### config.mk
export PLATFORM = sky130hd
export DESIGN_NAME = nsc_scan
export DESIGN_NICKNAME = d
export VERILOG_FILES = /design/src/hw/rtl/nsc_pkg.sv /design/src/hw/rtl/nsc_scan.sv
export SDC_FILE = /design/constraint.sdc
export NUM_CORES = 1
export LEC_CHECK = 0
export ABC_AREA = 0
export BUFFER_PORTS_ARGS = -buffer_cell sky130_fd_sc_hd__buf_2
export CAP_MARGIN = 20
export CORE_MARGIN = 2
export CORE_UTILIZATION = 26
export CTS_BUF_LIST = sky130_fd_sc_hd__clkbuf_16
export DETAILED_ROUTE_END_ITERATION = 7
export PLACE_DENSITY_LB_ADDON = 0.25
export SYNTH_ARGS = -nofsm -noshare
export SYNTH_HDL_FRONTEND = slang
export SYNTH_SLANG_ARGS = --single-unit
### constraint.sdc
create_clock -name clock -period 7.2 [get_ports clock]
set_clock_uncertainty 0.15 [all_clocks]
set_input_delay 1.08 -clock clock [delete_from_list [all_inputs] [get_ports clock]]
set_output_delay 1.08 -clock clock [all_outputs]
set_load 0.02 [all_outputs]
### src/hw/rtl/nsc_pkg.sv
`default_nettype none

package nsc_pkg;

   // register map
   localparam int unsigned CsrAddrWidth      = 3;
   localparam int unsigned CsrDataWidth      = 32;
   localparam logic [CsrAddrWidth-1:0] REG_EXPECTED_COMMAS = 3'd0;
   localparam logic [7:0]  EXPECTED_COMMAS_RESET = 8'd14;

   // marker characters
   localparam logic [7:0] CHAR_COMMA  = 8'h2c;
   localparam logic [7:0] CHAR_DOLLAR = 8'h24;
   localparam logic [7:0] CHAR_STAR   = 8'h2a;

   // sentence phase codes
   localparam logic [1:0] PH_IDLE    = 2'd0;
   localparam logic [1:0] PH_BODY    = 2'd1;
   localparam logic [1:0] PH_HEX     = 2'd2;
   localparam logic [1:0] PH_BADSTAR = 2'd3;

   // verdict codes
   localparam logic [2:0] ST_OK       = 3'd0;
   localparam logic [2:0] ST_COMMAS   = 3'd1;
   localparam logic [2:0] ST_NOSTART  = 3'd2;
   localparam logic [2:0] ST_NOSTAR   = 3'd3;
   localparam logic [2:0] ST_NOHEX    = 3'd4;
   localparam logic [2:0] ST_MISMATCH = 3'd5;

   typedef struct packed {
      logic       sentence_ok;
      logic [2:0] status;
      logic [7:0] computed_sum;
      logic [7:0] received_sum;
   } result_type;

   typedef struct packed {
      logic       is_hex;
      logic [3:0] value;
   } hex_digit_type;

   // ascii hex digit decode
   function automatic hex_digit_type hex_digit(input logic [7:0] c);
      hex_digit_type d;
      d.is_hex = 1'b0;
      d.value  = 4'd0;
      if (c >= 8'h30 && c <= 8'h39) begin
         d.is_hex = 1'b1;
         d.value  = 4'(c - 8'h30);
      end else if (c >= 8'h61 && c <= 8'h66) begin
         d.is_hex = 1'b1;
         d.value  = 4'(c - 8'h57);
      end else if (c >= 8'h41 && c <= 8'h46) begin
         d.is_hex = 1'b1;
         d.value  = 4'(c - 8'h37);
      end
      return d;
   endfunction

endpackage

`default_nettype wire

### src/hw/rtl/nsc_scan.sv
`default_nettype none

module nsc_scan
   import nsc_pkg::*;
(
   input  wire logic       clock,
   input  wire logic       reset,
   input  wire logic       step,
   input  wire logic [7:0] char_byte,
   input  wire logic       last_byte,
   input  wire logic [7:0] expected_commas,
   output result_type      verdict
);

   logic [1:0] phase_ff, phase_in;
   logic [7:0] comma_count_ff, comma_count_in;
   logic [7:0] xor_acc_ff, xor_acc_in;
   logic [7:0] hex_value_ff, hex_value_in;
   logic       hex_seen_ff, hex_seen_in;
   logic       hex_done_ff, hex_done_in;
   logic       hex_overflow_ff, hex_overflow_in;
   hex_digit_type digit;

   assign digit = hex_digit(char_byte);

   // next sentence state from this byte
   always_comb begin
      phase_in        = phase_ff;
      comma_count_in  = comma_count_ff;
      xor_acc_in      = xor_acc_ff;
      hex_value_in    = hex_value_ff;
      hex_seen_in     = hex_seen_ff;
      hex_done_in     = hex_done_ff;
      hex_overflow_in = hex_overflow_ff;

      if (char_byte == CHAR_COMMA && comma_count_ff != 8'hff) begin
         comma_count_in = comma_count_ff + 8'd1;
      end

      case (phase_ff)
         PH_IDLE: begin
            if (char_byte == CHAR_DOLLAR) begin
               phase_in = PH_BODY;
            end else if (char_byte == CHAR_STAR) begin
               phase_in = PH_BADSTAR;
            end
         end
         PH_BODY: begin
            if (char_byte == CHAR_STAR) begin
               phase_in = PH_HEX;
            end else begin
               xor_acc_in = xor_acc_ff ^ char_byte;
            end
         end
         PH_HEX: begin
            if (!hex_done_ff) begin
               if (!digit.is_hex) begin
                  hex_done_in = 1'b1;
               end else begin
                  hex_seen_in = 1'b1;
                  // value above one byte saturates
                  if (hex_overflow_ff || hex_value_ff[7:4] != 4'd0) begin
                     hex_overflow_in = 1'b1;
                     hex_value_in    = 8'hff;
                  end else begin
                     hex_value_in = {hex_value_ff[3:0], digit.value};
                  end
               end
            end
         end
         default: begin
         end
      endcase
   end

   // verdict in priority order
   always_comb begin
      if (comma_count_in != expected_commas) begin
         verdict.status = ST_COMMAS;
      end else if (phase_in == PH_IDLE || phase_in == PH_BADSTAR) begin
         verdict.status = ST_NOSTART;
      end else if (phase_in == PH_BODY) begin
         verdict.status = ST_NOSTAR;
      end else if (!hex_seen_in) begin
         verdict.status = ST_NOHEX;
      end else if (hex_overflow_in || hex_value_in != xor_acc_in) begin
         verdict.status = ST_MISMATCH;
      end else begin
         verdict.status = ST_OK;
      end
      verdict.sentence_ok  = (verdict.status == ST_OK);
      verdict.computed_sum = xor_acc_in;
      verdict.received_sum = hex_value_in;
   end

   // sentence state, cleared after the last byte
   always_ff @(posedge clock) begin
      if (reset || (step && last_byte)) begin
         phase_ff        <= PH_IDLE;
         comma_count_ff  <= '0;
         xor_acc_ff      <= '0;
         hex_value_ff    <= '0;
         hex_seen_ff     <= 1'b0;
         hex_done_ff     <= 1'b0;
         hex_overflow_ff <= 1'b0;
      end else if (step) begin
         phase_ff        <= phase_in;
         comma_count_ff  <= comma_count_in;
         xor_acc_ff      <= xor_acc_in;
         hex_value_ff    <= hex_value_in;
         hex_seen_ff     <= hex_seen_in;
         hex_done_ff     <= hex_done_in;
         hex_overflow_ff <= hex_overflow_in;
      end
   end

endmodule

`default_nettype wire
==> flow_metrics.py, run 1 <==
metrics = {
    "outcome": {
        "outcome": "complete, no violations",
    },
    "layout": {
        "diodes": 0,
        "multi_input_area_um2": 1744,
        "area_growth_pct": 17.57,
        "n_fill_cell": 1033,
        "drive_gt1_share_pct": 15.30,
        "ff_latch_area_um2": 580.6,
        "nets": 380,
    },
    "setup_path": {
        "critPathTopFamily": "simple AND/OR/NAND/NOR gates",
        "regToRegSetupSlack_ns": 4.57,
        "cp.arrival_ns": 4.02,
        "path_buf_inv": 2,
        "path_class": "in2out",
        "cp-start-kind": "input pin",
        "cp_common_cell": "buf_2",
        "critPathMaxFanout": 13,
        "cp_data_required_time_ns": 5.97,
        "cpPeakStageDelay_ns": 0.67,
        "critical_path_depth": 9,
        "r2r-end": "hex_value_ff[7]",
        "timing.rr.start": "phase_ff[1]",
        "reg2reg_depth": 7,
        "cp-end-kind": "output port",
        "cp_slowest_cell": "nor4b_1",
        "cp_cell_sequence": "buf_2 -> nor4b_1 -> nand4_1 -> nand2_1 -> o21ai_0 -> a2bb2oi_1 -> or3_1 -> o31ai_2 -> buf_2",
    },
    "synth": {
        "syn_nets": 349,
        "syn_inst": 321,
        "synthArstFlopShare_pct": 0,
        "synth_area_leader_cell": "dfxtp_1",
        "synth_warnings": 0,
        "syn_avg_cell_area_um2": 7.655,
        "ys_seq_area_share_pct": 23.63,
        "yosysUniqueCellTypes": 63,
        "synth_seq_cells": 29,
        "synth_edf_count": 0,
        "ys_top_cells_by_area": "dfxtp_1 (24%), nor2_1 (7.2%), xor2_1 (6.4%)",
        "synthDominantCellAreaShare_pct": 23.63,
        "synthFlopType": "dfxtp_1",
        "syn-cell-area_um2": 2457,
    },
    "global_routing": {
        "first_global_vias": 2180,
        "antenna_found_initial": 0,
        "gr-usage-all-layers_pct": 13.85,
        "grt_pass1_wl_um": 11190,
        "grt_max_degree": 30,
        "grt-ovfl-total": 0,
    },
    "clocking": {
        "cts_hold_buffers": 0,
        "clk_pin_slew_worst_paths_ns": 0.05,
        "clockBufferDepth": 2,
        "clkSinkCount": 29,
        "cts_resized": 0,
        "cts_tree": "yes",
        "htree_levels": 2,
        "root_buffer": "clkbuf_16",
        "cts-buffers-inserted": 5,
        "clk_latency_ns": 0.28,
        "postCtsSetupBuffers": 0,
    },
    "worst_hold_path": {
        "hp-start": "hex_seen_ff",
        "hold_end": "hex_seen_ff",
        "hold_depth": 2,
        "hp-class": "reg2reg",
    },
    "timing": {
        "finalSetupViolCount": 0,
        "drv_slew": 0,
        "tns_ns": 0,
        "post-route-period-util_pct": 72.88,
        "relSlewSlack_pct": 44.05,
        "hold_viol": 0,
        "holdWs_ns": 0.3267,
        "period_minus_slack_ns": 5.247,
        "rsz0062_at_grt": "no",
        "worst_pin_slew_ns": 0.8328,
        "fmax_mhz": 190.6,
    },
    "pwr": {
        "p_leak_nw": 1.130,
        "power.density_nw_per_um2": 140.4,
        "vdd_drop_max_mv": 0.08467,
    },
    "drt": {
        "drtPass1Iterations": 5,
        "drtAntennaViolNets": 0,
        "wirelength_um": 6978,
        "vias_per_cell": 5.147,
        "vias": 2388,
        "drt_iter0_drc": 166,
        "wl_per_cell_um": 15.04,
        "drcViolationCount": 0,
    },
    "die": {
        "num_rows": 35,
        "die_h_um": 101.2,
        "pin_count": 40,
        "coreArea_um2": 9196,
        "start_util_pct": 26.72,
        "chipWidth_um": 101.2,
        "dieArea_um2": 10250,
    },
    "place": {
        "gp_congestion": 0.8988,
        "hpwlAfterDp_um": 5270,
        "io_buffers": 39,
    },
    "job": {
        "maxCapViolCount": 0,
    },
}
[registers in the layout, summed over array words and instances (netlist names)]
signal / cells
comma_count_ff: 8
hex_value_ff: 8
hex_overflow_ff: 1
hex_seen_ff: 1
phase_ff: 2
xor_acc_ff: 8
hex_done_ff: 1
[metal layers]
layer / up-vias / track usage [%] / routed length (µm)
met5: - / 0 / 0
met1: 1126 / 19.62 / 3567
met2: 48 / 21.34 / 3070
li1: 1209 / - / -
met3: 5 / 2.761 / 269
met4: 0 / 3.846 / 70
[synthesized netlist by cell type (2+ instances only)]
| library cell | instances |
|---|---|
| nor2b_1 | 4 |
| mux2i_1 | 12 |
| and2_1 | 3 |
| xor2_1 | 18 |
| nor4_1 | 8 |
| xnor2_1 | 15 |
| and3_1 | 2 |
| buf_1 | 2 |
| a211oi_1 | 2 |
| nand3_1 | 10 |
| o21ai_0 | 9 |
| o211ai_1 | 6 |
| nand2_1 | 24 |
| a211o_1 | 4 |
| o22ai_1 | 2 |
| a21o_1 | 3 |
| nor3_1 | 10 |
| a21oi_1 | 10 |
| nand3b_1 | 6 |
| or3_1 | 3 |
| dfxtp_1 | 29 |
| clkbuf_1 | 13 |
| or3b_1 | 2 |
| o311a_1 | 2 |
| nand2b_1 | 5 |
| o2111ai_1 | 6 |
| ha_1 | 8 |
| nor2_1 | 47 |
| nand4_1 | 6 |
| inv_1 | 16 |
| and4_1 | 2 |
[kinds of logic (layout without fill, tap and decap cells)]
family	count (synthesis)	count (layout)	synth area share [%]
and+or+nand+nor	143	143	29.94
muxes	13	13	5.346
DFF	29	29	23.63
xor gates and xnor gates	34	34	12.68
AOI/OAI and AO/OA	61	61	18.94
buffers and inverters	33	65	5.397
adders and majority gates	8	8	4.073
[worst register-to-register path, cell delays in order (launching register included)]
cell,delay (ns)
dfxtp_1,0.52
nor3b_1,0.53
nand4_1,0.47
nand2_1,0.45
nor2_1,0.07
a21oi_1,0.19
mux2i_1,0.10
nor2_1,0.10
[worst max path at each step]
stage | to | from
floorplan | verdict[19] | char_byte[6]
global placement | verdict[19] | char_byte[1]
detailed placement | verdict[19] | char_byte[0]
CTS | verdict[19] | char_byte[0]
global route | verdict[19] | char_byte[3]
finish | verdict[19] | char_byte[3]
[final cells by class]
class / count / area share [%]
multi-input combinational: 259 / 60.37
clock inverter: 3 / 0.4331
tap: 111 / 4.807
timing repair buffer: 41 / 7.882
clock buffer: 5 / 4.331
inverter: 16 / 2.079
sequential: 29 / 20.10
[report_power, final]
group | switching [mW] | total [mW] | internal [mW]
Sequential | 0.000500 | 0.161 | 0.161
Combinational | 0.0256 | 0.0436 | 0.0180
Clock | 0.0756 | 0.200 | 0.125
[metrics by stage]
stage                     cells  power, mW  util, %  setup WS, ns  cell area, µm²
after global placement      454     0.2060    29.56         1.774            2719
after global routing        464     0.4226    31.42         1.697            2889
after floorplan             321     0.1912        -         2.294            2457
after detailed placement    454     0.2064    29.56         1.702            2719
final                       464     0.4056    31.42         1.953            2889
after CTS                   462     0.4112    31.06         1.676            2856
[layout by cell type, fill, tap and decap left out, types with 3 or more instances in the layout]
master	n
nor2_1	47
buf_2	40
dfxtp_1	29
nand2_1	24
xor2_1	18
inv_1	16
xnor2_1	15
mux2i_1	12
nand3_1	10
a21oi_1	10
nor3_1	10
o21ai_0	9
nor4_1	8
ha_1	8
nand3b_1	6
o211ai_1	6
nand4_1	6
o2111ai_1	6
nand2b_1	5
clkbuf_16	5
nor2b_1	4
a211o_1	4
and2_1	3
a21o_1	3
or3_1	3
Power figures use the tool's default switching activity.
==> run 2, diff against run 1 <==
clock period = 4.31 ns   (was 7.2 ns; I/O delays follow)
==> run 2 against run 1 <==
Effect of this change:
- power is 69% higher
- combinational power is 65% higher
- die area stayed put
- setup slack worse by 1.7 ns
==> flow_metrics.py, run 2 (synthesis gave the netlist of run 1 again) <==
metrics = {
    "outcome": {
        "outcome": "complete, no violations",
    },
    "drt": {
        "met1_length_um": 3711,
        "vias_per_cell": 5.158,
        "drtPass1Iterations": 4,
        "vias": 2450,
        "maxUsedRoutingLayer": "met4",
        "wl_per_cell_um": 15.51,
        "drt_iter0_drc": 159,
        "drcViolationCount": 0,
        "wirelength_um": 7369,
        "wl_met3_um": 244,
        "drtAntennaViolNets": 0,
        "wl_met2_um": 3306,
    },
    "layout": {
        "multi_input_area_um2": 1744,
        "layout_common_cells": "nor2_1 (47), buf_2 (39), dfxtp_1 (29)",
        "ff_latch_area_um2": 580.6,
        "n_fill_cell": 996,
        "reg_top3": "comma_count_ff: 8 flops, hex_value_ff: 8 flops, xor_acc_ff: 8 flops",
        "diodes": 0,
        "postLayoutCellArea_um2": 2959,
        "nets": 391,
        "layout_commonest_cell": "nor2_1",
        "area_growth_pct": 20.42,
        "drive_gt1_share_pct": 18.41,
        "fin_util_pct": 32.18,
    },
    "global_routing": {
        "first_global_vias": 2302,
        "grt-ovfl-total": 0,
        "gr-usage-all-layers_pct": 14.58,
        "grt_pass1_wl_um": 11810,
        "grt_max_degree": 20,
        "antenna_found_initial": 0,
    },
    "timing": {
        "tns_ns": 0,
        "rsz0062_at_grt": "no",
        "drv_slew": 0,
        "finalWorstSetupSlack_ns": 0.2662,
        "fmax_mhz": 247.3,
        "relSlewSlack_pct": 59.26,
        "hold_viol": 0,
        "period_minus_slack_ns": 4.044,
        "worst_pin_slew_ns": 0.6111,
        "finalSetupViolCount": 0,
        "post-route-period-util_pct": 93.82,
    },
    "die": {
        "pin_count": 40,
        "start_util_pct": 26.72,
        "chipWidth_um": 101.2,
        "dieArea_um2": 10250,
        "die_h_um": 101.2,
        "num_rows": 35,
        "coreArea_um2": 9196,
    },
    "pwr": {
        "sw_frac_of_total_pct": 25.94,
        "pwr-share-clk_pct": 50.3,
        "p_comb_share_pct": 10.5,
        "power.density_nw_per_um2": 232.3,
        "vdd_drop_max_mv": 0.1620,
        "p_leak_nw": 1.178,
        "p_int_mw": 0.5090,
        "p_seq_share_pct": 39.2,
        "switchingPower_mw": 0.1783,
    },
    "clocking": {
        "clk_latency_ns": 0.27,
        "clockBufferDepth": 2,
        "postCtsSetupBuffers": 0,
        "clkSinkCount": 29,
        "htree_levels": 2,
        "cts_tree": "yes",
        "clk_pin_slew_worst_paths_ns": 0.05,
        "cts-buffers-inserted": 5,
        "root_buffer": "clkbuf_16",
    },
    "setup_path": {
        "cp_data_required_time_ns": 3.51,
        "path_class": "in2out",
        "cp_slowest_cell": "or4b_1",
        "cp_cell_sequence": "buf_2 -> or4b_1 -> or2_1 -> o31a_1 -> or3_4 -> a2111oi_4 -> nand4b_1 -> o31ai_2 -> buf_2",
        "cpPeakStageDelay_ns": 0.55,
        "cp-start-kind": "input pin",
        "critPathMaxFanout": 5,
        "cp-end-kind": "output port",
        "regToRegSetupSlack_ns": 2.04,
        "cp_common_cell": "buf_2",
        "cp.arrival_ns": 3.25,
        "path_buf_inv": 2,
        "critPathTopFamily": "simple AND/OR/NAND/NOR gates",
    },
    "place": {
        "place_area_um2": 2816,
        "hpwlAfterDp_um": 5690,
        "place_ws_ns": 0.1930,
        "io_buffers": 39,
        "gp_congestion": 0.8828,
    },
    "job": {
        "maxCapViolCount": 0,
    },
    "worst_hold_path": {
        "hp-class": "reg2reg",
    },
}
run 2: layer usage:
layer	up-vias	track usage, %
met3	11	1.587
met2	56	23.18
li1	1232	-
met4	0	5.405
met5	-	0
met1	1151	20.33
run 2: repair_timing:
action,CTS,global route
endpoints found under the setup margin,0,3
gates resized for setup,0,1
hold buffers,0,0
run 2: through the flow:
stage               hold WS, ns  std cells  power [mW]
global route             0.3810        475      0.7151
floorplan                0.2911        321      0.3195
finish                   0.3484        475      0.6873
detailed placement       0.3342        467      0.3477
CTS                      0.3484        475      0.6975
global placement         0.3306        467      0.3470
run 2: power by group through the flow:
stage	registers (mW)	clock network [mW]	logic, mW
finish	0.270	0.346	0.0721
global route	0.270	0.366	0.0795
CTS	0.270	0.356	0.0725
detailed placement	0.275	0	0.0722
global placement	0.275	0	0.0715
floorplan	0.275	0	0.0443
run 2: final timing paths:
check,depth (start not counted),start,endpoint
max reg2reg,8,phase_ff[1],hex_value_ff[7]
max,9,char_byte[6],verdict[19]
min,2,hex_seen_ff,hex_seen_ff
min reg2reg,2,hex_seen_ff,hex_seen_ff
run 2: worst min-delay path, stage by stage (launching register included):
cell and delay (ns):
dfxtp_1 0.32, nor2_1 0.10, nor2_1 0.04
run 2: layout make-up:
| class | count | area share, % |
|---|---|---|
| Tap cell | 111 | 4.693 |
| Inverter | 16 | 2.030 |
| Timing Repair Buffer | 52 | 9.894 |
| Sequential cell | 29 | 19.62 |
| Clock buffer | 5 | 4.228 |
| Clock inverter | 3 | 0.5920 |
| Multi-Input combinational cell | 259 | 58.94 |
==> run 3, diff against run 2 <==
clock period = 4.9 ns   (was 4.31 ns; I/O delays follow)
==> run 3 against run 2 <==
Effect of this change:
- via count about the same
- critical path depth increased by 2
- sequential share of layout area increased by 0.24 points
- first-iteration DRC count decreased by 23%
- wire length decreased by 3.1%
- flip-flop and latch count unchanged
- sequential power decreased by 12%
- power decreased by 14%
- cell count decreased by 1.5%
- final area decreased by 1.2%
- critical path type unchanged
- highest routed layer unchanged
==> flow_metrics.py, run 3 (synthesis gave the netlist of run 1 again) <==
metrics = {
    "outcome": {
        "outcome": "complete, no violations",
    },
    "worst_hold_path": {
        "hold_end": "hex_seen_ff",
        "hold_depth": 2,
        "hp-start": "hex_seen_ff",
        "hp-class": "reg2reg",
    },
    "clocking": {
        "clk_pin_slew_worst_paths_ns": 0.05,
        "clk_latency_ns": 0.27,
        "htree_levels": 2,
        "clockBufferDepth": 2,
        "cts_hold_buffers": 0,
        "postCtsSetupBuffers": 0,
        "root_buffer": "clkbuf_16",
        "cts_tree": "yes",
        "cts-buffers-inserted": 5,
        "cts_resized": 0,
        "clkSinkCount": 29,
    },
    "global_routing": {
        "busiest_layer": "met2",
        "antenna_found_initial": 0,
        "gr-usage-all-layers_pct": 14.26,
        "grt_pass1_wl_um": 11540,
        "met3_usage_pct": 2.484,
        "first_global_vias": 2302,
        "grt_max_degree": 30,
        "grt_use_met1_pct": 19.61,
        "met2_usage_pct": 23.38,
        "grt-ovfl-total": 0,
    },
    "layout": {
        "layout_common_cells": "nor2_1 (47), buf_2 (39), dfxtp_1 (29)",
        "layout_commonest_cell": "nor2_1",
        "diodes": 0,
        "drive_gt1_share_pct": 16.25,
        "area_growth_pct": 18.99,
        "nets": 385,
        "reg_top3": "comma_count_ff: 8 flops, hex_value_ff: 8 flops, xor_acc_ff: 8 flops",
        "fin_util_pct": 31.80,
        "postLayoutCellArea_um2": 2924,
    },
    "pwr": {
        "p_leak_nw": 1.156,
        "power.density_nw_per_um2": 202.0,
        "vdd_drop_max_mv": 0.1098,
        "total_power_mw": 0.5906,
    },
    "drt": {
        "drtAntennaViolNets": 0,
        "drtPass1Iterations": 4,
        "vias": 2449,
        "wirelength_um": 7144,
        "wl_per_cell_um": 15.26,
        "drt_iter0_drc": 122,
        "vias_per_cell": 5.233,
        "drcViolationCount": 0,
    },
    "setup_path": {
        "reg2reg_depth": 8,
        "cp.arrival_ns": 3.58,
        "cp-start-kind": "input pin",
        "cp_slowest_cell": "o21ai_0",
        "cp-end-kind": "output port",
        "r2r-end": "hex_value_ff[7]",
        "cpPeakStageDelay_ns": 0.52,
        "critPathMaxFanout": 7,
        "cp_data_required_time_ns": 4.01,
        "cp_cell_sequence": "buf_2 -> inv_1 -> ha_1 -> or3b_1 -> and3_1 -> o21ai_0 -> and4_1 -> a41oi_1 -> or3_1 -> o31ai_2 -> buf_2",
        "regToRegSetupSlack_ns": 2.26,
        "timing.rr.start": "phase_ff[1]",
        "cp_common_cell": "buf_2",
        "path_class": "in2out",
    },
    "place": {
        "hpwlAfterDp_um": 5445,
        "gp_congestion": 0.8812,
        "io_buffers": 39,
        "place_area_um2": 2764,
    },
    "timing": {
        "worst_pin_slew_ns": 0.6263,
        "hold_viol": 0,
        "period_minus_slack_ns": 4.463,
        "tns_ns": 0,
        "holdWs_ns": 0.3381,
        "relSlewSlack_pct": 57.81,
        "finalSetupViolCount": 0,
        "drv_slew": 0,
        "rsz0062_at_grt": "no",
        "post-route-period-util_pct": 91.07,
        "fmax_mhz": 224.1,
    },
    "die": {
        "num_rows": 35,
        "chipWidth_um": 101.2,
        "coreArea_um2": 9196,
        "die_h_um": 101.2,
        "pin_count": 40,
        "dieArea_um2": 10250,
        "start_util_pct": 26.72,
    },
    "job": {
        "maxCapViolCount": 0,
    },
}
run 3: cell count changes in the layout (fill, tap and decap cells not counted), sizes merged:
cell      delta
buf          -6
clkinv       -1
clkinvlp     -1
inv          +1
run 3: stage by stage:
stage	instances	setup slack (ns)
after floorplan	321	0.6837
after global placement	460	0.5711
after detailed placement	460	0.4529
after CTS	467	0.4500
after global routing	468	0.2316
final	468	0.4374
run 3: final cells by class:
| class | count | area [µm²] |
|---|---|---|
| clock buffer | 5 | 125.1 |
| timing repair buffer | 46 | 267.8 |
| clock inverter | 2 | 7.507 |
| sequential | 29 | 580.6 |
| multi-input combinational | 259 | 1744 |
| inverter | 16 | 60.06 |
| fill | 1007 | 6272 |
| tap | 111 | 138.9 |
run 3: worst max path at each step:
stage                             from          end  slack [ns]  cells after the start
after floorplan           char_byte[6]  verdict[19]        0.68                      9
after global placement    char_byte[1]  verdict[19]        0.57                     11
after detailed placement  char_byte[0]  verdict[19]        0.45                     11
after CTS                 char_byte[0]  verdict[19]        0.45                     11
after global routing      char_byte[0]  verdict[19]        0.23                     11
final                     char_byte[0]  verdict[19]        0.44                     11
run 3: layer usage:
metal  up-vias  part of all wire, %
met3         5                  5.1
met2        66                   45
li1       1219                    -
met5         -                    0
met4         0                 0.95
met1      1159                   49
run 3: worst max-delay path, delay by kind of cell:
| kind | cells | cell delay [ns] |
|---|---|---|
| compound gates | 3 | 0.79 |
| buf+inv | 3 | 0.48 |
| simple gates | 4 | 1.36 |
| fa+ha+maj | 1 | 0.20 |
run 3: report_power, final:
group | leakage (nW) | switching, mW | internal [mW]
registers | 0.234 | 0.000720 | 0.237
logic | 0.854 | 0.0383 | 0.0270
clock network | 0.0685 | 0.107 | 0.181
